## config.mk

```make
export PLATFORM = sky130hd
export DESIGN_NAME = dwpi_lane
export DESIGN_NICKNAME = d
export VERILOG_FILES = /design/src/rtl/core/dwpi_pkg.sv /design/src/rtl/core/dwpi_div10.sv /design/src/rtl/core/dwpi_lane.sv
export SDC_FILE = /design/constraint.sdc
export NUM_CORES = 2
export LEC_CHECK = 0
export BUFFER_PORTS_ARGS = -buffer_cell sky130_fd_sc_hd__buf_4
export CAP_MARGIN = 5
export CORE_MARGIN = 2
export CORE_UTILIZATION = 55
export DETAILED_ROUTE_END_ITERATION = 7
export GPL_TIMING_DRIVEN = 1
export PLACE_DENSITY = 0.79
export SLEW_MARGIN = 20
export SYNTH_ARGS = -nofsm -noshare
export SYNTH_HDL_FRONTEND = slang
export SYNTH_SLANG_ARGS = --single-unit
```

## constraint.sdc

```tcl
create_clock -name clk -period 14.2 [get_ports clk]
set_clock_uncertainty 0.05 [all_clocks]
set_input_delay 2.13 -clock clk [delete_from_list [all_inputs] [get_ports clk]]
set_output_delay 2.13 -clock clk [all_outputs]
set_load 0.005 [all_outputs]
```

## src/rtl/core/dwpi_pkg.sv

```systemverilog
// ----------------------------------------------------------------------------
// dwpi_pkg : shared types and constants of the dual wheel PI drive
// Word layouts, register indexes, lane and merge interfaces, saturation.
// ----------------------------------------------------------------------------
package dwpi_pkg;

  // Configuration port
  localparam int CfgIdxW  = 3;
  localparam int CfgDataW = 31;

  localparam logic [CfgIdxW-1:0] REG_LEFT_PROP   = 3'd0;
  localparam logic [CfgIdxW-1:0] REG_LEFT_INTEG  = 3'd1;
  localparam logic [CfgIdxW-1:0] REG_RIGHT_PROP  = 3'd2;
  localparam logic [CfgIdxW-1:0] REG_RIGHT_INTEG = 3'd3;
  localparam logic [CfgIdxW-1:0] REG_COUNT_SCALE = 3'd4;
  localparam logic [CfgIdxW-1:0] REG_START_LIMIT = 3'd5;
  localparam logic [CfgIdxW-1:0] REG_RUN_LIMIT   = 3'd6;
  localparam logic [CfgIdxW-1:0] REG_START_DIST  = 3'd7;

  localparam logic [15:0] CountScaleReset = 16'd256;

  // Default bridge wiring: left forward on channel A
  localparam int DefWiringVariant = 0;

  // Division by ten, one byte of the dividend per step
  localparam int          DivW        = 48;
  localparam int          DivDigitW   = 8;
  localparam int          DivSteps    = DivW / DivDigitW;
  localparam logic [12:0] Div10Recip  = 13'd6554;   // ceil(2^16 / 10)
  localparam int          Div10Shift  = 16;

  typedef struct packed {
    logic signed [15:0] left_count;
    logic signed [15:0] right_count;
    logic signed [23:0] left_target;
    logic signed [23:0] right_target;
  } in_word_t;

  typedef struct packed {
    logic [14:0] left_duty_a;
    logic [14:0] left_duty_b;
    logic [14:0] right_duty_a;
    logic [14:0] right_duty_b;
    logic        in_start_phase;
  } out_word_t;

  typedef struct packed {
    logic [9:0]  left_prop_gain;
    logic [9:0]  left_integ_gain;
    logic [9:0]  right_prop_gain;
    logic [9:0]  right_integ_gain;
    logic [15:0] count_scale;
    logic [14:0] start_drive_limit;
    logic [14:0] run_drive_limit;
    logic [30:0] start_distance;
  } cfg_t;

  // Work handed to one wheel lane (count already carries the wheel's sign)
  typedef struct packed {
    logic               start;
    logic signed [16:0] count;
    logic signed [23:0] target;
    logic [9:0]         prop_gain;
    logic [9:0]         integ_gain;
  } lane_cmd_t;

  // What one lane found for the current word
  typedef struct packed {
    logic               done;
    logic signed [40:0] inc;
    logic signed [23:0] speed_trunc;
  } lane_res_t;

  typedef struct packed {
    logic      valid;
    out_word_t word;
  } merge_out_t;

  // Saturate a 33-bit signed value to the signed 32-bit range
  function automatic logic [31:0] sat_s32(input logic [32:0] v);
    if (v[32] != v[31]) begin
      return v[32] ? 32'h8000_0000 : 32'h7FFF_FFFF;
    end
    return v[31:0];
  endfunction

endpackage

```

## src/rtl/core/dwpi_div10.sv

```systemverilog
// ----------------------------------------------------------------------------
// dwpi_div10 : unsigned division by ten
// Long division one byte per cycle; each digit by a reciprocal multiply.
// ----------------------------------------------------------------------------
module dwpi_div10 (
  input  logic                     clk,
  input  logic                     rst_n,
  input  logic                     start,
  input  logic [dwpi_pkg::DivW-1:0] dividend,
  output logic [dwpi_pkg::DivW-1:0] quotient,
  output logic                     done
);
  import dwpi_pkg::*;

  localparam int StepW = $clog2(DivSteps);

  logic                 busy_r;
  logic                 done_r;
  logic [StepW-1:0]     step_r;
  logic [3:0]           rem_r;
  logic [DivW-1:0]      work_r;
  logic [DivW-1:0]      quot_r;

  logic [11:0]          part;
  logic [24:0]          recip_prod;
  logic [7:0]           digit;
  logic [11:0]          digit_x10;
  logic [11:0]          rem_full;

  // Bring down the next byte and split it into digit and remainder
  assign part       = {rem_r, work_r[DivW-1 -: DivDigitW]};
  assign recip_prod = {13'd0, part} * {12'd0, Div10Recip};
  assign digit      = recip_prod[Div10Shift +: 8];
  assign digit_x10  = {1'b0, digit, 3'd0} + {3'd0, digit, 1'b0};
  assign rem_full   = part - digit_x10;

  always_ff @(posedge clk) begin
    if (!rst_n) begin
      busy_r <= 1'b0;
      done_r <= 1'b0;
    end else begin
      done_r <= 1'b0;
      if (start) begin
        busy_r <= 1'b1;
        step_r <= StepW'(DivSteps - 1);
        rem_r  <= 4'd0;
        work_r <= dividend;
      end else if (busy_r) begin
        rem_r  <= rem_full[3:0];
        work_r <= {work_r[DivW-DivDigitW-1:0], {DivDigitW{1'b0}}};
        quot_r <= {quot_r[DivW-DivDigitW-1:0], digit};
        step_r <= step_r - 1'b1;
        if (step_r == '0) begin
          busy_r <= 1'b0;
          done_r <= 1'b1;
        end
      end
    end
  end

  assign quotient = quot_r;
  assign done     = done_r;

endmodule

```

## src/rtl/core/dwpi_lane.sv

```systemverilog
// ----------------------------------------------------------------------------
// dwpi_lane : one wheel's speed, error and incremental PI step
// Measures speed, forms the error, and computes (kp*de + ki*e)/10.
// ----------------------------------------------------------------------------
module dwpi_lane (
  input  logic                clk,
  input  logic                rst_n,
  input  dwpi_pkg::lane_cmd_t cmd,
  input  logic [15:0]         count_scale,
  output dwpi_pkg::lane_res_t res
);
  import dwpi_pkg::*;

  localparam logic [3:0] L_IDLE  = 4'd0;
  localparam logic [3:0] L_SPEED = 4'd1;
  localparam logic [3:0] L_ERR   = 4'd2;
  localparam logic [3:0] L_DIFF  = 4'd3;
  localparam logic [3:0] L_MULP  = 4'd4;
  localparam logic [3:0] L_MULI  = 4'd5;
  localparam logic [3:0] L_SUM   = 4'd6;
  localparam logic [3:0] L_ABS   = 4'd7;
  localparam logic [3:0] L_DIV   = 4'd8;

  logic [3:0]          state_r;
  logic signed [16:0]  count_r;
  logic signed [23:0]  target_r;
  logic [9:0]          kp_r;
  logic [9:0]          ki_r;
  logic signed [31:0]  speed_r;
  logic signed [23:0]  strunc_r;
  logic signed [31:0]  err_r;
  logic signed [31:0]  last_r;
  logic signed [32:0]  diff_r;
  logic signed [43:0]  prod_p_r;
  logic signed [42:0]  prod_i_r;
  logic signed [43:0]  sum_r;
  logic                neg_r;
  logic signed [40:0]  inc_r;
  logic                done_r;

  logic signed [33:0]  speed_full;
  logic [32:0]         err_full;
  logic [31:0]         strunc_full;
  logic [32:0]         diff_full;
  logic signed [43:0]  prod_p;
  logic signed [42:0]  prod_i;
  logic [43:0]         sum_abs;
  logic                div_start;
  logic [DivW-1:0]     div_dividend;
  logic [DivW-1:0]     div_quot;
  logic                div_done;
  logic [40:0]         quot_ext;

  // Datapath: one multiply or one wide add per cycle
  assign speed_full   = count_r * $signed({1'b0, count_scale});
  assign err_full     = {{9{target_r[23]}}, target_r} - {speed_r[31], speed_r};
  assign strunc_full  = speed_r + (speed_r[31] ? 32'd255 : 32'd0);
  assign diff_full    = {err_r[31], err_r} - {last_r[31], last_r};
  assign prod_p       = diff_r * $signed({1'b0, kp_r});
  assign prod_i       = err_r * $signed({1'b0, ki_r});
  assign sum_abs      = sum_r[43] ? 44'(-sum_r) : sum_r;
  assign div_start    = (state_r == L_ABS);
  assign div_dividend = {{(DivW-44){1'b0}}, sum_abs};
  assign quot_ext     = {1'b0, div_quot[39:0]};

  dwpi_div10 u_div10 (
    .clk      (clk),
    .rst_n    (rst_n),
    .start    (div_start),
    .dividend (div_dividend),
    .quotient (div_quot),
    .done     (div_done)
  );

  // Sequence one word through the lane
  always_ff @(posedge clk) begin
    if (!rst_n) begin
      state_r <= L_IDLE;
      done_r  <= 1'b0;
      last_r  <= '0;
    end else begin
      done_r <= 1'b0;
      unique case (state_r)
        L_IDLE: begin
          if (cmd.start) begin
            count_r  <= cmd.count;
            target_r <= cmd.target;
            kp_r     <= cmd.prop_gain;
            ki_r     <= cmd.integ_gain;
            state_r  <= L_SPEED;
          end
        end
        L_SPEED: begin
          speed_r <= speed_full[31:0];
          state_r <= L_ERR;
        end
        L_ERR: begin
          err_r    <= sat_s32(err_full);
          strunc_r <= strunc_full[31:8];
          state_r  <= L_DIFF;
        end
        L_DIFF: begin
          diff_r  <= diff_full;
          last_r  <= err_r;
          state_r <= L_MULP;
        end
        L_MULP: begin
          prod_p_r <= prod_p;
          state_r  <= L_MULI;
        end
        L_MULI: begin
          prod_i_r <= prod_i;
          state_r  <= L_SUM;
        end
        L_SUM: begin
          sum_r   <= prod_p_r + {prod_i_r[42], prod_i_r};
          state_r <= L_ABS;
        end
        L_ABS: begin
          neg_r   <= sum_r[43];
          state_r <= L_DIV;
        end
        L_DIV: begin
          if (div_done) begin
            inc_r   <= neg_r ? 41'(-quot_ext) : quot_ext;
            done_r  <= 1'b1;
            state_r <= L_IDLE;
          end
        end
        default: state_r <= L_IDLE;
      endcase
    end
  end

  assign res.done        = done_r;
  assign res.inc         = inc_r;
  assign res.speed_trunc = strunc_r;

endmodule

```

==> out/metrics.cfg <==
[yosys]
synth.cell_area_um2=58200
synth_largest_type_area_fraction_pct=29.7
synthMostInstantiatedCell=inv_1
postSynth.topFlopCell=edfxtp_1
synth.net_count=7279
ys_async_sr_fraction_pct=0
post_synth_num_cell_types=79
ys_seq_elements=489
synth_commonest_cells=inv_1 (1,135), fa_1 (862), nand2_1 (721)
part_of_the_yosys_area_used_for_sequential_elements_pct=24.6
synth-edff-count=450
synth-warning-count=0
synth_top_area_cell=fa_1
netlist_top_cells_area=fa_1 (30%), edfxtp_1 (23%), ha_1 (10%), inv_1 (7.3%), and2_1 (4.7%)
syn_area_per_cell_um2=9.92
netlist_instances=5865

[sta]
finalMaxSlewViolations=0
tightestPinTransition_ps=1090
timing.fmax_mhz=121
final_hold_viol_count=0
finalWorstPathRequiredPeriod_ps=8250
grt_setup_unrepaired=no
maxSlewHeadroom_pct=27.5
final.setup.tns_ps=0
portion_of_the_clock_cycle_consumed_by_the_worst_path_in_the_final_layout_pct=58.1
final-setup-viol-count=0

[grt]
grt_usage_pct=25.4
gr-total-overflow=0
grt_pass1_vias=42700
grt_max_degree=87
grt_first_pass_wirelength_um=220000
initial_antenna_violation_count=0

[drt]
viasPerCell=5.50
dr_total_vias=40300
drt_pass1_iterations=6
detail_route.wl_per_cell_um=18.2
drt_first_iter_violations=2319
finalWirelength_um=133000
route.detailed.drc=0
antenna_violating_nets_post_route=0

[worst_setup_path]
crit_end=speed_r[29]
timing.critical_path.from=count_scale[2]
ff2ff_setup_slack_ps=6830
worstSetupStartpointType=primary input
crit_required_ps=14560
cp-end-kind=register
r2r.worst_path.cells=22
startpoint_of_the_most_critical_register_to_register_path=count_r[9]
timing.setup.critical_path_class=in -> reg
critical_path_peak_fanout=17
rr_endpoint=speed_r[29]
cp.arrival_ps=8610

[power]
cellLeakagePower_uw=0.0287
p_per_area_nw_per_um2=233
peakVddDrop_v=0.000237

[floorplan]
ios=146
floorplan.die.height_um=329
horiz_die_dim_um=329
floorplan.initialDensity_pct=55.3
core_um2=105000
fp-row-count=119
die-area_um2=108000

[cells_and_area]
final_net_count=7306
fillerInstances=8678
flow.area_growth_from_synthesis_pct=7.65
ff_latch_area_um2=14300
multi_input_area_um2=38800
antennaDiodeCount=0
final_core_util_pct=59.6
final_cells=7330
fraction_of_layout_cells_with_a_size_suffix_above_1_pct=5.39

[clock_tree]
worstSkewPairLatency_ps=670
clock_tree_from_tritoncts=yes
hold_buffers=0
clkTransAtPathRegs_ps=60
post_cts_resize_count=0
clock_tree.root_cell=clkbuf_16
htree_levels=2
cts_post_setup_buffers_inserted=0
cts_inserted_buffers=56
cts_num_sinks=489
cts-root-to-sink-buffers=3

[run_status]
run_status=complete, no violations

[job]
max-cap-violations=0

[placement]
buffer_ports.inserted=145
gp_congestion=0.930
dpl.cell_count=7219
hpwl_um=107000

[min_path]
worst_hold_startpoint=last_r[22]
hold_class=reg -> reg

## worst max-delay path: stages
cell,delay (ps)
buf_4,190
and2_1,180
fa_1,530
inv_1,60
fa_1,550
fa_1,450
fa_1,550
inv_1,60
fa_1,520
inv_1,50
fa_1,520
inv_1,40
ha_1,340
a21o_1,200
a21oi_1,320
o21ai_0,210
o21ai_0,310
a21boi_0,180
o21a_1,230
o21ai_0,340
o31ai_1,200
o41ai_1,340
xnor2_1,100
## sequential cells by signal (all words and copies together), names as in the netlist, 33 cells and up
signal,count
sum_r,44
u_div10.work_r,48
u_div10.quotient,40
inc_r,41
prod_i_r,43
prod_p_r,44
diff_r,33
## metal layers
metal | vias up | global-route usage (%) | part of all wire (%)
met5 | - | 0 | 0
met4 | 0 | 11.1 | 4.8
met3 | 298 | 3.58 | 5.8
met2 | 1244 | 44.9 | 50
met1 | 20100 | 31.0 | 39
li1 | 18700 | - | -
## worst min path at each step
| stage | end | cells past startpoint |
|---|---|---|
| 2_1_floorplan | last_r[10] | 2 |
| 3_3_place_gp | last_r[7] | 2 |
| 3_5_place_dp | last_r[27] | 2 |
| 4_1_cts | last_r[27] | 2 |
| 5_1_grt | last_r[2] | 2 |
| 6_report | last_r[22] | 2 |
## stage by stage
step | total power [uW] | area (um^2) | worst slack, ps | hold WS (ps)
2_1_floorplan | 10700 | 58200 | 6030 | 393
3_3_place_gp | 12600 | 60400 | 5400 | 400
3_5_place_dp | 12900 | 60500 | 5320 | 407
4_1_cts | 14600 | 62500 | 6020 | 415
5_1_grt | 16200 | 62600 | 5510 | 438
6_report | 14600 | 62600 | 5950 | 412
## layout make-up
class                   count  share of cell area, %
repair buffers            183                   2.34
flip-flops and latches    489                   22.8
clock buffers              68                   2.46
inverters                1135                   6.80
well taps                1391                   2.78
multi-input cells        4027                   62.0
clock inverters            37                  0.767
## power breakdown
| part | switching [uW] | internal (uW) | leakage [uW] |
|---|---|---|---|
| registers | 147 | 2280 | 0.00440 |
| clock network | 641 | 915 | 0.000970 |
| logic | 6050 | 4570 | 0.0233 |
## cell usage in the layout, fill, tap and decap left out, types with 7 or more instances in the layout
cell type  instances
a211oi_1          25
xnor2_1          218
a21o_1            92
inv_6              7
and3_1            29
o21bai_1          20
o21a_1            51
nand3b_1           7
ha_1             472
bufinv_16          7
a21oi_1          185
nand3_1           58
o31a_1             8
and2_1           437
o21ai_0          174
nand2b_1          31
edfxtp_1         450
buf_4            175
inv_1           1135
fa_1             862
xor2_1            98
a31oi_1           16
o31ai_1           37
nor4_1            11
a21boi_0          44
nor2_1           157
nor3_1            46
maj3_1             9
nand2_1          719
o41ai_1           18
o211ai_1          16
nor2b_1           26
or4_1             12
or3_1             14
nand4_1           17
dfxtp_1           39
clkbuf_16         58
a221oi_1           7
## cell families (layout without fill, tap and decap cells)
logic type	after synthesis	count (layout)	share of synthesized area [%]
AND/OR/NAND/NOR	1610	1610	13.5
adder cells (fa/ha/maj)	1343	1343	40.0
buffers and inverters	1349	1423	8.75
AO/OA/AOI/OAI	756	756	8.39
flip-flops	489	489	24.6
XOR/XNOR	316	316	4.76
multiplexers	2	2	0.0344
(Power assumes the default switching activity.)
