==> config.mk <==
export PLATFORM = sky130hd
export DESIGN_NAME = dwpi_merge
export DESIGN_NICKNAME = d
export VERILOG_FILES = /design/src/rtl/core/dwpi_pkg.sv /design/src/rtl/core/dwpi_merge.sv
export SDC_FILE = /design/constraint.sdc
export NUM_CORES = 1
export LEC_CHECK = 0
export ABC_AREA = 1
export BUFFER_PORTS_ARGS = -buffer_cell sky130_fd_sc_hd__buf_4
export CAP_MARGIN = 20
export CELL_PAD_IN_SITES_DETAIL_PLACEMENT = 1
export CELL_PAD_IN_SITES_GLOBAL_PLACEMENT = 1
export CORE_MARGIN = 2
export CORE_UTILIZATION = 38
export CTS_CLUSTER_DIAMETER = 150
export DETAILED_ROUTE_END_ITERATION = 10
export PLACE_DENSITY_LB_ADDON = 0.05
export SYNTH_ARGS = -nofsm -noshare
export SYNTH_HDL_FRONTEND = slang
export SYNTH_SLANG_ARGS = --single-unit
==> constraint.sdc <==
create_clock -name clk -period 6.8 [get_ports clk]
set_clock_uncertainty 0.05 [all_clocks]
set_input_delay 0.68 -clock clk [delete_from_list [all_inputs] [get_ports clk]]
set_output_delay 0.68 -clock clk [all_outputs]
set_load 0.005 [all_outputs]
==> src/rtl/core/dwpi_pkg.sv <==
// ----------------------------------------------------------------------------
// dwpi_pkg : shared types and constants of the dual wheel PI drive
// Word layouts, register indexes, lane and merge interfaces, saturation.
// ----------------------------------------------------------------------------
package dwpi_pkg;

  // Configuration port
  localparam int CfgIdxW  = 3;
  localparam int CfgDataW = 31;

  localparam logic [CfgIdxW-1:0] REG_LEFT_PROP   = 3'd0;
  localparam logic [CfgIdxW-1:0] REG_LEFT_INTEG  = 3'd1;
  localparam logic [CfgIdxW-1:0] REG_RIGHT_PROP  = 3'd2;
  localparam logic [CfgIdxW-1:0] REG_RIGHT_INTEG = 3'd3;
  localparam logic [CfgIdxW-1:0] REG_COUNT_SCALE = 3'd4;
  localparam logic [CfgIdxW-1:0] REG_START_LIMIT = 3'd5;
  localparam logic [CfgIdxW-1:0] REG_RUN_LIMIT   = 3'd6;
  localparam logic [CfgIdxW-1:0] REG_START_DIST  = 3'd7;

  localparam logic [15:0] CountScaleReset = 16'd256;

  // Default bridge wiring: left forward on channel A
  localparam int DefWiringVariant = 0;

  // Division by ten, one byte of the dividend per step
  localparam int          DivW        = 48;
  localparam int          DivDigitW   = 8;
  localparam int          DivSteps    = DivW / DivDigitW;
  localparam logic [12:0] Div10Recip  = 13'd6554;   // ceil(2^16 / 10)
  localparam int          Div10Shift  = 16;

  typedef struct packed {
    logic signed [15:0] left_count;
    logic signed [15:0] right_count;
    logic signed [23:0] left_target;
    logic signed [23:0] right_target;
  } in_word_t;

  typedef struct packed {
    logic [14:0] left_duty_a;
    logic [14:0] left_duty_b;
    logic [14:0] right_duty_a;
    logic [14:0] right_duty_b;
    logic        in_start_phase;
  } out_word_t;

  typedef struct packed {
    logic [9:0]  left_prop_gain;
    logic [9:0]  left_integ_gain;
    logic [9:0]  right_prop_gain;
    logic [9:0]  right_integ_gain;
    logic [15:0] count_scale;
    logic [14:0] start_drive_limit;
    logic [14:0] run_drive_limit;
    logic [30:0] start_distance;
  } cfg_t;

  // Work handed to one wheel lane (count already carries the wheel's sign)
  typedef struct packed {
    logic               start;
    logic signed [16:0] count;
    logic signed [23:0] target;
    logic [9:0]         prop_gain;
    logic [9:0]         integ_gain;
  } lane_cmd_t;

  // What one lane found for the current word
  typedef struct packed {
    logic               done;
    logic signed [40:0] inc;
    logic signed [23:0] speed_trunc;
  } lane_res_t;

  typedef struct packed {
    logic      valid;
    out_word_t word;
  } merge_out_t;

  // Saturate a 33-bit signed value to the signed 32-bit range
  function automatic logic [31:0] sat_s32(input logic [32:0] v);
    if (v[32] != v[31]) begin
      return v[32] ? 32'h8000_0000 : 32'h7FFF_FFFF;
    end
    return v[31:0];
  endfunction

endpackage

==> src/rtl/core/dwpi_merge.sv <==
// ----------------------------------------------------------------------------
// dwpi_merge : drive update, clamping, distance count and bridge split
// Combines both lanes' increments, runs the start phase, forms duties.
// ----------------------------------------------------------------------------
module dwpi_merge #(
  parameter int WIRING_VARIANT = dwpi_pkg::DefWiringVariant
) (
  input  logic                 clk,
  input  logic                 rst_n,
  input  dwpi_pkg::lane_res_t  left_res,
  input  dwpi_pkg::lane_res_t  right_res,
  input  dwpi_pkg::cfg_t       cfg,
  input  logic                 slot_free,
  output dwpi_pkg::merge_out_t result
);
  import dwpi_pkg::*;

  localparam logic [2:0] M_IDLE    = 3'd0;
  localparam logic [2:0] M_CLAMP_L = 3'd1;
  localparam logic [2:0] M_PHASE_L = 3'd2;
  localparam logic [2:0] M_CLAMP_R = 3'd3;
  localparam logic [2:0] M_PHASE_R = 3'd4;
  localparam logic [2:0] M_EMIT    = 3'd5;

  logic [2:0]          state_r;
  logic signed [23:0]  drive_l_r;
  logic signed [23:0]  drive_r_r;
  logic signed [41:0]  nd_l_r;
  logic signed [41:0]  nd_r_r;
  logic signed [24:0]  tsum_r;
  logic [31:0]         dist_r;
  logic                phase_r;

  logic [41:0]         lim;
  logic [32:0]         dist_full;
  logic                dist_over;
  logic [14:0]         mag_l;
  logic [14:0]         mag_r;
  out_word_t           word;

  // Clamp a widened drive to +-limit
  function automatic logic [23:0] clamp_drive(input logic [41:0] d, input logic [41:0] l);
    logic [41:0] nl;
    nl = -l;
    if ($signed(d) > $signed(l)) begin
      return l[23:0];
    end
    if ($signed(d) < $signed(nl)) begin
      return nl[23:0];
    end
    return d[23:0];
  endfunction

  // Integer duty magnitude of a Q.8 drive
  function automatic logic [14:0] duty_mag(input logic [23:0] d);
    logic [23:0] a;
    a = d[23] ? -d : d;
    return a[22:8];
  endfunction

  assign lim       = {19'd0, phase_r ? cfg.start_drive_limit : cfg.run_drive_limit, 8'd0};
  assign dist_full = {dist_r[31], dist_r} + {{8{tsum_r[24]}}, tsum_r};
  assign dist_over = $signed(dist_r) > $signed({1'b0, cfg.start_distance});
  assign mag_l     = duty_mag(drive_l_r);
  assign mag_r     = duty_mag(drive_r_r);

  // Split each drive onto its bridge
  always_comb begin
    word.left_duty_a    = drive_l_r[23] ? 15'd0 : mag_l;
    word.left_duty_b    = drive_l_r[23] ? mag_l : 15'd0;
    if (WIRING_VARIANT != 0) begin
      word.left_duty_a  = drive_l_r[23] ? mag_l : 15'd0;
      word.left_duty_b  = drive_l_r[23] ? 15'd0 : mag_l;
    end
    word.right_duty_a   = drive_r_r[23] ? mag_r : 15'd0;
    word.right_duty_b   = drive_r_r[23] ? 15'd0 : mag_r;
    word.in_start_phase = phase_r;
  end

  // Left clamp and count, then right clamp and count, then emit
  always_ff @(posedge clk) begin
    if (!rst_n) begin
      state_r   <= M_IDLE;
      drive_l_r <= '0;
      drive_r_r <= '0;
      dist_r    <= '0;
      phase_r   <= 1'b1;
    end else begin
      unique case (state_r)
        M_IDLE: begin
          if (left_res.done && right_res.done) begin
            nd_l_r  <= {{18{drive_l_r[23]}}, drive_l_r} + {left_res.inc[40], left_res.inc};
            nd_r_r  <= {{18{drive_r_r[23]}}, drive_r_r} + {right_res.inc[40], right_res.inc};
            tsum_r  <= {left_res.speed_trunc[23], left_res.speed_trunc}
                     + {right_res.speed_trunc[23], right_res.speed_trunc};
            state_r <= M_CLAMP_L;
          end
        end
        M_CLAMP_L: begin
          drive_l_r <= clamp_drive(nd_l_r, lim);
          if (phase_r) begin
            dist_r <= sat_s32(dist_full);
          end
          state_r <= M_PHASE_L;
        end
        M_PHASE_L: begin
          if (phase_r && dist_over) begin
            phase_r <= 1'b0;
          end
          state_r <= M_CLAMP_R;
        end
        M_CLAMP_R: begin
          drive_r_r <= clamp_drive(nd_r_r, lim);
          if (phase_r) begin
            dist_r <= sat_s32(dist_full);
          end
          state_r <= M_PHASE_R;
        end
        M_PHASE_R: begin
          if (phase_r && dist_over) begin
            phase_r <= 1'b0;
          end
          state_r <= M_EMIT;
        end
        M_EMIT: begin
          if (slot_free) begin
            state_r <= M_IDLE;
          end
        end
        default: state_r <= M_IDLE;
      endcase
    end
  end

  assign result.valid = (state_r == M_EMIT) && slot_free;
  assign result.word  = word;

endmodule

==> results of run 1 <==
-- kinds of logic (layout without fill, tap and decap cells) --
| group | count (synthesis) | in the layout | synth area share [%] |
|---|---|---|---|
| buffers and inverters | 451 | 698 | 9.348 |
| xor gates and xnor gates | 141 | 141 | 6.539 |
| AOI/OAI and AO/OA | 616 | 616 | 17.91 |
| other | 0 | 3 | 0 |
| and+or+nand+nor | 953 | 953 | 21.99 |
| DFF | 193 | 193 | 26.23 |
| adders and majority gates | 269 | 269 | 17.98 |
-- registers in the layout, indices dropped and copies added (netlist names) --
register / flops
state_r: 3
nd_l_r: 42
phase_r: 1
drive_l_r: 24
dist_r: 32
tsum_r: 25
drive_r_r: 24
nd_r_r: 42
-- power by group through the flow --
stage / sequential [W] / clock [W] / combinational [W]
floorplan: 0.00157 / 0 / 0.00182
global placement: 0.00163 / 0 / 0.00251
detailed placement: 0.00164 / 0 / 0.00263
CTS: 0.00161 / 0.00110 / 0.00265
global route: 0.00163 / 0.00114 / 0.00299
finish: 0.00161 / 0.00107 / 0.00264
-- worst min path at each step --
stage,slack [ns],cells after the start,end,start
floorplan,0.41,2,drive_l_r[11]$_SDFFE_PN0P_,drive_l_r[11]$_SDFFE_PN0P_
global placement,0.42,2,drive_r_r[4]$_SDFFE_PN0P_,drive_r_r[4]$_SDFFE_PN0P_
detailed placement,0.43,2,drive_r_r[2]$_SDFFE_PN0P_,drive_r_r[2]$_SDFFE_PN0P_
CTS,0.38,2,tsum_r[0]$_DFFE_PP_,right_res[0]
global route,0.40,2,tsum_r[0]$_DFFE_PP_,right_res[0]
finish,0.41,2,tsum_r[0]$_DFFE_PP_,right_res[0]
-- synthesized netlist by cell type, types with 4 or more instances --
master     count
nand3_1      133
a211oi_1       7
o221ai_1       6
nand2_2       29
a21oi_1      319
o31ai_1        4
nand3_2        7
nor2_1       216
buf_2          9
fa_1           4
xor2_1        80
a31oi_1       45
a21boi_0       8
o21bai_1      10
a221oi_1       4
and2_1         4
ha_1         265
xnor2_1       61
o211ai_1       8
o21ai_1        7
o21a_1        10
edfxtp_1     109
o21ai_0      163
inv_2          7
a21o_1         8
clkbuf_1      31
nand2_1      447
nor3_1        45
a2111oi_0      4
nand4_1       29
nor2_2        10
nor4_1        16
inv_1        388
dfxtp_1       84
buf_4         11
nor2_4         7
-- per-stage QoR --
stage	hold slack, ns	instance area, um^2
after floorplan	0.4103	18890
after global placement	0.4220	21470
after detailed placement	0.4322	21500
after CTS	0.3794	22090
after global routing	0.3988	22090
final	0.4139	22090
-- cell type report --
| cell class | count | area [um^2] | share of cell area (%) |
|---|---|---|---|
| Clock buffer | 21 | 460.4 | 2.084 |
| Timing Repair Buffer | 271 | 2054 | 9.298 |
| Multi-Input combinational cell | 1979 | 12170 | 55.10 |
| Sequential cell | 193 | 4956 | 22.43 |
| Tap cell | 664 | 830.8 | 3.760 |
| Antenna cell | 3 | 7.507 | 0.03398 |
| Clock inverter | 11 | 128.9 | 0.5833 |
| Inverter | 395 | 1483 | 6.710 |
-- per-layer routing --
metal / track usage, % / vias up
met5: 0 / -
met4: 5.313 / 2
met3: 3.523 / 43
met2: 41.89 / 281
met1: 34.46 / 9023
li1: - / 9362
==> summary.txt, run 1 <==
Logic synthesis
  • Register area share after synthesis: 26.23%
  • Synthesized net count: 3144
  • Top-area cell type share of the netlist area: 17.56%
  • #FFs+latches synth: 193
  • Synth warn: 0
  • Mean Syn Cell Area: 7.200 um^2
  • Primary FF master, synth: edfxtp_1
  • Post-Syn Instances: 2623
  • Number of synthesized flops with an enable pin: 109
  • Synthesized cell area: 0.01889 mm^2
  • Largest area contributor in the netlist: ha_1
  • Asr flop ratio synth: 0%
  • Post-synthesis cell type count: 53
  • Synth area leaders: ha_1, edfxtp_1, dfxtp_1

Power and ir drop
  • Max VDD drop: 180.8 uV
  • P_int: 0.002957 W
  • Sequential share of power: 30.2%
  • Switching Power: 0.002359 W
  • P per Cell Area: 240.6 mW/mm^2
  • Clk network pwr share: 20.2%
  • LEAKAGE: 11.11 nW
  • Total power: 0.005316 W
  • Comb pwr share: 49.6%
  • Sw frac: 44.37%

Routing
  • Pre-Repair DR Iteration Count: 5
  • Vias/cell: 5.290
  • DRC: 0
  • Top routing layer used: met5
  • Met2 WL: 29780 um
  • WL met1: 31450 um
  • Wire length per cell: 18.18 um
  • Met3 WL: 2318 um
  • Final wirelength: 64320 um
  • Vias: 18710
  • Routed Antenna Nets: 0
  • Initial DRC Count: 926

STA
  • Final setup fails: 0
  • Post-layout min period: 5.767 ns
  • FMAX: 0.1734 GHz
  • Fin crit share: 84.81%
  • Max-slew violations: 0
  • Setup TNS Final: 0 ns
  • Least-Margin Pin Slew: 1.017 ns
  • Final hold vios: 0
  • Unrepaired setup endpoints after global routing: no
  • Fin worst setup slack: 1.033 ns
  • Slew margin rel.: 32.07%

Setup path
  • Reg2Reg Depth: 24
  • Reg-to-reg endpoint: drive_r_r[21]$_SDFFE_PN0P_
  • Most frequent CP cell: nand2_1
  • Critical Path Sink: drive_r_r[21]$_SDFFE_PN0P_
  • Worst reg2reg startpoint: phase_r$_SDFFE_PN1P_
  • Crit path cell chain: inv_2 -> nand2_1 -> nand2_1 -> ha_1 -> nand3_1 -> inv_2 -> nand2_2 -> nor2_1 -> inv_1 -> nor2_1 -> nand3_1 -> nor3_1 -> ha_1 -> nand2_1 -> nor2_1 -> nand4_1 -> a21oi_1 -> a211oi_1 -> nand3_2 -> nand2_2 -> nand2_1 -> o21ai_1 -> nand2_1 -> a21oi_1
  • Worst path max stage delay: 0.84 ns
  • Crit path depth: 24
  • Critical path required time: 7.17 ns
  • Slowest cell on crit path: nor3_1
  • Crit path max fanout: 20
  • Crit path DAT: 6.14 ns
  • Flop2flop setup slack: 1.03 ns
  • Startpoint type of the worst setup path: flip-flop
  • Worst setup EP type: flip-flop
  • Setup CP Type: flip-flop to flip-flop
  • Critical Path Source: phase_r$_SDFFE_PN1P_
  • Worst Path Buf+Inv: 3
  • Top delay family on crit path: simple AND/OR/NAND/NOR gates

Min path
  • HP Class: input pin to flip-flop

Final layout
  • Most common cell after layout, fill and taps aside: nand2_1
  • Utilization after layout: 45.04%
  • P&R area growth vs syn: 16.99%
  • Nets: 3378
  • Post-Layout Cell Count: 3537
  • Share of cells above drive strength 1: 12.96%
  • Fill count: 6292
  • Most frequent cells in the layout: nand2_1, inv_1, a21oi_1

Clock network
  • Sink Count: 193
  • Root buffer cell: clkbuf_16
  • Post-CTS Hold Fix Bufs: 0
  • Worst-path clk slew: 0.07 ns
  • CTS tree: yes
  • H-Tree Depth: 4
  • CTS Buffer Depth: 2
  • Post-cts resize count: 0
  • Num CTS Buffers: 17
  • Clk Latency, worst-skew pair: 0.51 ns
  • Post-CTS Setup Repair Bufs: 0

Global routing
  • First-pass GRT wire length: 100600 um
  • Vias in the first global route: 19000
  • Grt ovf: 0
  • Largest net degree at the start of global routing: 47
  • GRT Overall Usage: 25.08%
  • Initial antenna violation count: 5

Die
  • Die Wd: 226.9 um
  • Die area: 0.05150 mm^2
  • Core box area: 0.04905 mm^2
  • Die H: 226.9 um
  • Initial core utilization: 38.50%
  • I/O pins: 314
  • Num rows: 81

Placement
  • DP Cell Count: 3502
  • Hpwl dp: 52900 um
  • Pre-CTS WS: 1.112 ns
  • Port bufs: 257
  • RePlAce Congestion: 0.8779

Status
  • Status: completed

Flow run
  • Max_cap viols: 0
Note: power is estimated with default switching activity, not from simulation.
==> run 2: changes to the inputs <==
CORE_UTILIZATION = 42   (was 38)
clock period = 5.5 ns   (was 6.8 ns; I/O delays follow)
==> run 2 against run 1 <==
Against the previous run: total power is 23% higher; via count is 0.10% higher; wire length is 1.2% lower; sequential power is 24% higher; non-clock buffer count is 13 higher; die area is 9.4% lower; critical path depth is 1 higher; count of clock-buffer cells in the layout is 2 higher; register-to-register slack worse by 0.30 ns; global-route usage is 2.1 points higher; cell count is 1.7% lower.
==> summary.txt, run 2 (synthesis gave the netlist of run 1 again) <==
Setup path
  • Startpoint type of the worst setup path: flip-flop
  • Slowest cell on crit path: nor3_1
  • Worst path max stage delay: 0.38 ns (-0.46 ns)
  • Most frequent CP cell: nand2_1
  • Crit path DAT: 5.08 ns (-1.06 ns)
  • Critical path required time: 5.81 ns (-1.36 ns)
  • Top delay family on crit path: simple AND/OR/NAND/NOR gates
  • Setup CP Type: flip-flop to flip-flop
  • Worst setup EP type: flip-flop
  • Reg2Reg Depth: 25 (+4.2%)
  • Worst Path Buf+Inv: 6 (+3)
  • Crit path max fanout: 13 (-35%)
  • Crit path depth: 25 (+4.2%)

Clock network
  • CTS Buffer Depth: 2 (unchanged)
  • Num CTS Buffers: 17 (unchanged)
  • Root buffer cell: clkbuf_16
  • Clk Latency, worst-skew pair: 0.50 ns (about the same)
  • Post-CTS Setup Repair Bufs: 0 (unchanged)
  • Worst-path clk slew: 0.08 ns (about the same)
  • H-Tree Depth: 4 (unchanged)
  • Sink Count: 193 (unchanged)
  • Post-cts resize count: 0 (unchanged)
  • Post-CTS Hold Fix Bufs: 0 (unchanged)
  • CTS tree: yes

Placement
  • Hpwl dp: 52480 um (-0.80%)
  • RePlAce Congestion: 0.9236 (+5.2%)
  • DP Area: 0.02151 mm^2 (about the same)
  • Port bufs: 257 (unchanged)
  • DP Cell Count: 3443 (-1.7%)

Global routing
  • Grt ovf: 0 (unchanged)
  • GRT Overall Usage: 27.21% (+2.1 points)
  • Vias in the first global route: 19690 (+3.6%)
  • Largest net degree at the start of global routing: 85 (+81%)
  • Initial antenna violation count: 3 (-2)
  • First-pass GRT wire length: 102000 um (+1.3%)

Final layout
  • Largest registers: nd_l_r: 42 flops, nd_r_r: 42 flops, dist_r: 32 flops
  • P&R area growth vs syn: 17.16%
  • Most frequent cells in the layout: nand2_1, inv_1, a21oi_1
  • Multi-input gate area: 0.01217 mm^2 (unchanged)
  • Reg area: 0.004956 mm^2 (unchanged)
  • Most common cell after layout, fill and taps aside: nand2_1
  • Share of cells above drive strength 1: 13.32% (+0.36 points)
  • Nets: 3391 (+0.38%)
  • Fill count: 5741 (-8.8%)
  • Post-Layout Cell Count: 3477 (-1.7%)
  • Post-route cell area: 0.02213 mm^2 (+0.15%)

Die
  • Die area: 0.04668 mm^2 (-9.4%)
  • Initial core utilization: 42.62% (+4.1 points)
  • Die Wd: 216.1 um (-4.8%)
  • Core box area: 0.04432 mm^2 (-9.7%)
  • Die H: 216.1 um (-4.8%)
  • I/O pins: 314 (unchanged)
  • Num rows: 77 (-4.9%)

Routing
  • Pre-Repair DR Iteration Count: 6 (+1)
  • Initial DRC Count: 1083 (+17%)
  • Final wirelength: 63520 um (-1.2%)
  • Routed Antenna Nets: 0 (unchanged)
  • Wire length per cell: 18.27 um (+0.46%)
  • Vias/cell: 5.387 (+1.8%)
  • DRC: 0 (unchanged)
  • Vias: 18730 (+0.10%)

STA
  • Post-layout min period: 4.765 ns (-1.002 ns)
  • Final setup fails: 0 (unchanged)
  • Max-slew violations: 0 (unchanged)
  • Unrepaired setup endpoints after global routing: no
  • Least-Margin Pin Slew: 0.9836 ns (-0.03292 ns)
  • Slew margin rel.: 34.42% (+2.4 points)
  • Final hold vios: 0 (unchanged)
  • FMAX: 0.2099 GHz (+21%)
  • Setup TNS Final: 0 ns (unchanged)
  • Fin crit share: 86.63% (+1.8 points)

Power and ir drop
  • Total power: 0.006561 W (+23%)
  • LEAKAGE: 11.18 nW (+0.70%)
  • P per Cell Area: 296.5 mW/mm^2 (+23%)
  • Max VDD drop: 215.2 uV (+19%)

Flow run
  • Max_cap viols: 0 (unchanged)

Min path
  • Hold path depth: 2 (unchanged)
  • HP Class: input pin to flip-flop

Status
  • Status: completed
-- run 2: cell types whose count changed in the layout (fill, tap and decap cells not counted), moves of 2 or more --
cell,delta
clkbuf_16,+2
buf_4,+12
inv_4,+2
clkinvlp_4,-2
buf_12,+2
-- run 2: path summary, 6_finish.rpt --
path / from / end / slack [ns]
min: right_res[0] / tsum_r[0]$_DFFE_PP_ / 0.30
min reg2reg: drive_r_r[3]$_SDFFE_PN0P_ / drive_r_r[3]$_SDFFE_PN0P_ / 0.45
max: phase_r$_SDFFE_PN1P_ / drive_l_r[2]$_SDFFE_PN0P_ / 0.74
max reg2reg: phase_r$_SDFFE_PN1P_ / drive_l_r[2]$_SDFFE_PN0P_ / 0.74
-- run 2: metal layers --
metal,part of all wire (%),wire length [um],global-route usage [%]
met1,47,30110,36.54
met4,1.5,981,6.438
met3,3.9,2461,4.267
met2,47,29950,45.79
met5,0.014,9,0
-- run 2: report_power, final --
| group | switching [W] | internal [W] |
|---|---|---|
| logic | 0.00205 | 0.00117 |
| registers | 0.000211 | 0.00178 |
| clock network | 0.000611 | 0.000740 |
| total | 0.00287 | 0.00369 |
-- run 2: area by class of cell --
cell class / count / share of cell area, %
Timing Repair Buffer: 284 / 9.748
Clock buffer: 23 / 2.262
Tap cell: 592 / 3.347
Multi-Input combinational cell: 1979 / 55.02
Inverter: 395 / 6.700
Sequential cell: 193 / 22.40
Clock inverter: 9 / 0.5089
Antenna cell: 2 / 0.02262
-- run 2: metrics by stage --
| stage | hold slack (ns) | setup WS [ns] | util, % |
|---|---|---|---|
| floorplan | 0.4103 | 1.040 | - |
| global placement | 0.4222 | 0.8255 | 48.54 |
| detailed placement | 0.4351 | 0.6941 | 48.54 |
| CTS | 0.2666 | 0.8175 | 49.92 |
| global route | 0.2750 | 0.3624 | 49.93 |
| finish | 0.2966 | 0.7353 | 49.93 |
==> run 3: changes to the inputs <==
ABC_AREA = default   (was 1)
CORE_UTILIZATION = 44   (was 42)
==> run 3 against run 2 <==
Against the previous run: total power down 30%; flip-flop and latch count unchanged; cell count down 17%; via count down 9.2%; sequential power down 13%; clock power up 3%; maximum frequency down 7.9%; first-iteration DRC count down 19%; non-clock buffer count up 9; final area down 2.2%; combinational power down 55%.
==> summary.txt, run 3 <==
Status
  • Status: completed

Global routing
  • Initial antenna violation count: 1 (-2)
  • GRT Overall Usage: 26.57% (-0.64 points)
  • Grt ovf: 0 (unchanged)
  • First-pass GRT wire length: 93440 um (-8.4%)
  • Largest net degree at the start of global routing: 68 (-20%)
  • Vias in the first global route: 17780 (-9.7%)

Setup path
  • Setup CP Type: flip-flop to flip-flop
  • Crit path DAT: 5.46 ns (+0.38 ns)
  • Crit path max fanout: 22 (+9)
  • Startpoint type of the worst setup path: flip-flop
  • Worst setup EP type: flip-flop
  • Critical path required time: 5.78 ns (-0.03 ns)

Clock network
  • CTS tree: yes
  • CTS Buffer Depth: 2 (unchanged)
  • Post-CTS Hold Fix Bufs: 0 (unchanged)
  • Num CTS Buffers: 17 (unchanged)
  • Post-CTS Setup Repair Bufs: 0 (unchanged)
  • Worst-path clk slew: 0.07 ns (about the same)
  • Root buffer cell: clkbuf_16
  • Sink Count: 193 (unchanged)
  • Clk Latency, worst-skew pair: 0.45 ns (-0.05 ns)
  • H-Tree Depth: 4 (unchanged)

Routing
  • Pre-Repair DR Iteration Count: 6 (unchanged)
  • Initial DRC Count: 881 (-19%)
  • Vias/cell: 5.904 (+9.6%)
  • Routed Antenna Nets: 0 (unchanged)
  • Wire length per cell: 20.24 um (+11%)
  • Final wirelength: 58330 um (-8.2%)
  • Vias: 17020 (-9.2%)
  • DRC: 0 (unchanged)

Die
  • I/O pins: 314 (unchanged)
  • Die Wd: 207.8 um (-3.8%)
  • Initial core utilization: 44.64% (+2.0 points)
  • Die area: 0.04317 mm^2 (-7.5%)
  • Num rows: 74 (-3.9%)
  • Die H: 207.8 um (-3.8%)
  • Core box area: 0.04092 mm^2 (-7.7%)

STA
  • Fin worst setup slack: 0.3245 ns (-0.4108 ns)
  • Final hold vios: 0 (unchanged)
  • Least-Margin Pin Slew: 1.078 ns (+0.09404 ns)
  • Fin crit share: 94.10% (+7.5 points)
  • Final setup fails: 0 (unchanged)
  • Slew margin rel.: 28.15% (-6.3 points)
  • FMAX: 0.1932 GHz (-7.9%)
  • Setup TNS Final: 0 ns (unchanged)
  • Unrepaired setup endpoints after global routing: no
  • Max-slew violations: 0 (unchanged)
  • Post-layout min period: 5.175 ns (+0.4108 ns)

Logic synthesis
  • Synthesized cell area: 0.01827 mm^2 (-3.3%)
  • Synthesized-area fraction occupied by adder cells: 20.39% (+2.4 points)
  • Largest family of logic cells by synthesized area: compound AO/OA/AOI/OAI gates
  • Simple-gate share of the synthesized area: 17.70% (-4.3 points)
  • Synth warn: 0 (unchanged)
  • Primary FF master, synth: edfxtp_1
  • Post-Synth XOR/XNOR Area: 6.766% (+0.23 points)
  • Mean Syn Cell Area: 8.784 um^2 (+22%)
  • Post-synthesis cell type count: 86 (+62%)
  • Synth area leaders: ha_1, edfxtp_1, dfxtp_1
  • Post-Syn Instances: 2080 (-21%)
  • Synth Area in Compound Gates: 22.64% (+4.7 points)
  • Top-area cell type share of the netlist area: 18.15% (+0.59 points)
  • Synth cell count leaders: ha_1, a21oi_1, o21ai_0
  • Number of synthesized flops with an enable pin: 109 (unchanged)
  • Largest area contributor in the netlist: ha_1
  • Register area share after synthesis: 27.12% (+0.89 points)
  • Asr flop ratio synth: 0% (unchanged)
  • Post-synthesis mux area share: 2.034% (+2.0 points)
  • Synthesized net count: 2601 (-17%)
  • #FFs+latches synth: 193 (unchanged)
  • Most common cell in the netlist: ha_1

Power and ir drop
  • Max VDD drop: 177.0 uV (-18%)
  • P per Cell Area: 210.9 mW/mm^2 (-29%)
  • LEAKAGE: 10.10 nW (-9.7%)

Flow run
  • Max_cap viols: 0 (unchanged)

Final layout
  • Share of cells above drive strength 1: 15.62% (+2.3 points)
  • P&R area growth vs syn: 18.50%
  • Most frequent cells in the layout: buf_4, ha_1, a21oi_1
  • Nets: 2857 (-16%)
  • Utilization after layout: 52.90% (+3.0 points)
  • Most common cell after layout, fill and taps aside: buf_4
  • Largest registers: nd_l_r: 42 flops, nd_r_r: 42 flops, dist_r: 32 flops

Placement
  • Port bufs: 257 (unchanged)
  • Hpwl dp: 46270 um (-12%)
  • RePlAce Congestion: 0.8731 (-5.5%)
  • Pre-CTS WS: 0.1858 ns (-0.5083 ns)

Min path
  • HP Class: input pin to flip-flop
run 3: cell count changes after synthesis, sizes merged, moves of 46 or more:
| cell | change |
|---|---|
| nand2 | -372 |
| inv | -296 |
| a21oi | -130 |
| nor2 | -126 |
| nand3 | -91 |
| a21o | +75 |
| nor2b | +67 |
| nand2b | +46 |
run 3: final cells by class:
class | instances | area, um^2
repair buffers | 293 | 2261
multi-input cells | 1732 | 12750
diodes | 1 | 2.502
clock inverters | 12 | 177.7
flip-flops and latches | 193 | 4960
fillers | 4878 | 19270
well taps | 532 | 665.6
inverters | 99 | 371.6
clock buffers | 20 | 457.9
run 3: worst max-delay path, cell delays in order (launching register included):
cell and delay, ns:
dfxtp_4 0.46, mux2_2 0.42, inv_1 0.14, ha_1 0.30, o221ai_2 0.27, nor4b_2 0.36
xor2_1 0.23, inv_1 0.12, ha_1 0.30, and3_1 0.19, o2111ai_1 0.06, o21ai_0 0.12
maj3_1 0.39, maj3_1 0.38, o21a_1 0.20, mux2i_2 0.22, buf_12 0.21, nand2_1 0.22
o21ai_0 0.29, a221oi_1 0.10
run 3: final timing paths:
path                             startpoint                    endpoint  slack, ns  cells past startpoint
hold / removal                 right_res[0]         tsum_r[0]$_DFFE_PP_       0.36                      2
setup reg to reg       phase_r$_SDFFE_PN1P_  drive_l_r[15]$_SDFFE_PN0P_       0.32                     19
hold reg to reg   drive_r_r[5]$_SDFFE_PN0P_   drive_r_r[5]$_SDFFE_PN0P_       0.44                      2
setup / recovery       phase_r$_SDFFE_PN1P_  drive_l_r[15]$_SDFFE_PN0P_       0.32                     19
run 3: where the power goes:
group / internal (W) / switching [W]
logic: 0.000654 / 0.000796
registers: 0.00163 / 0.0000945
clock network: 0.000792 / 0.000594
run 3: repair_timing:
item	4_1_cts	5_1_grt
endpoints found under the hold margin	0	0
resized for setup	0	11
endpoints found under the setup margin	0	39
run 3: routing by layer:
metal	track usage (%)	vias to the layer above	wire length, um
met1	34.90	8346	26950
met5	0	-	0
met4	6.016	0	913
met3	2.859	46	1975
met2	46.81	312	28490
li1	-	8311	-
run 3: kinds of logic (layout without fill, tap and decap cells):
group | count (synthesis) | after routing
adders and majority gates | 302 | 302
muxes | 36 | 36
other | 0 | 1
DFF | 193 | 193
buffers and inverters | 155 | 424
and+or+nand+nor | 604 | 604
xor gates and xnor gates | 139 | 139
AOI/OAI and AO/OA | 651 | 651
run 3: per-stage QoR:
stage               hold WS (ns)  cells  cell area (um^2)  power, W
floorplan                 0.3983   2080             18290  0.002704
finish                    0.3557   2882             21650  0.004565
global route              0.3553   2882             21650  0.004816
global placement          0.4136   2847             20940  0.003127
detailed placement        0.4216   2847             20940  0.003188
CTS                       0.3409   2879             21580  0.004578
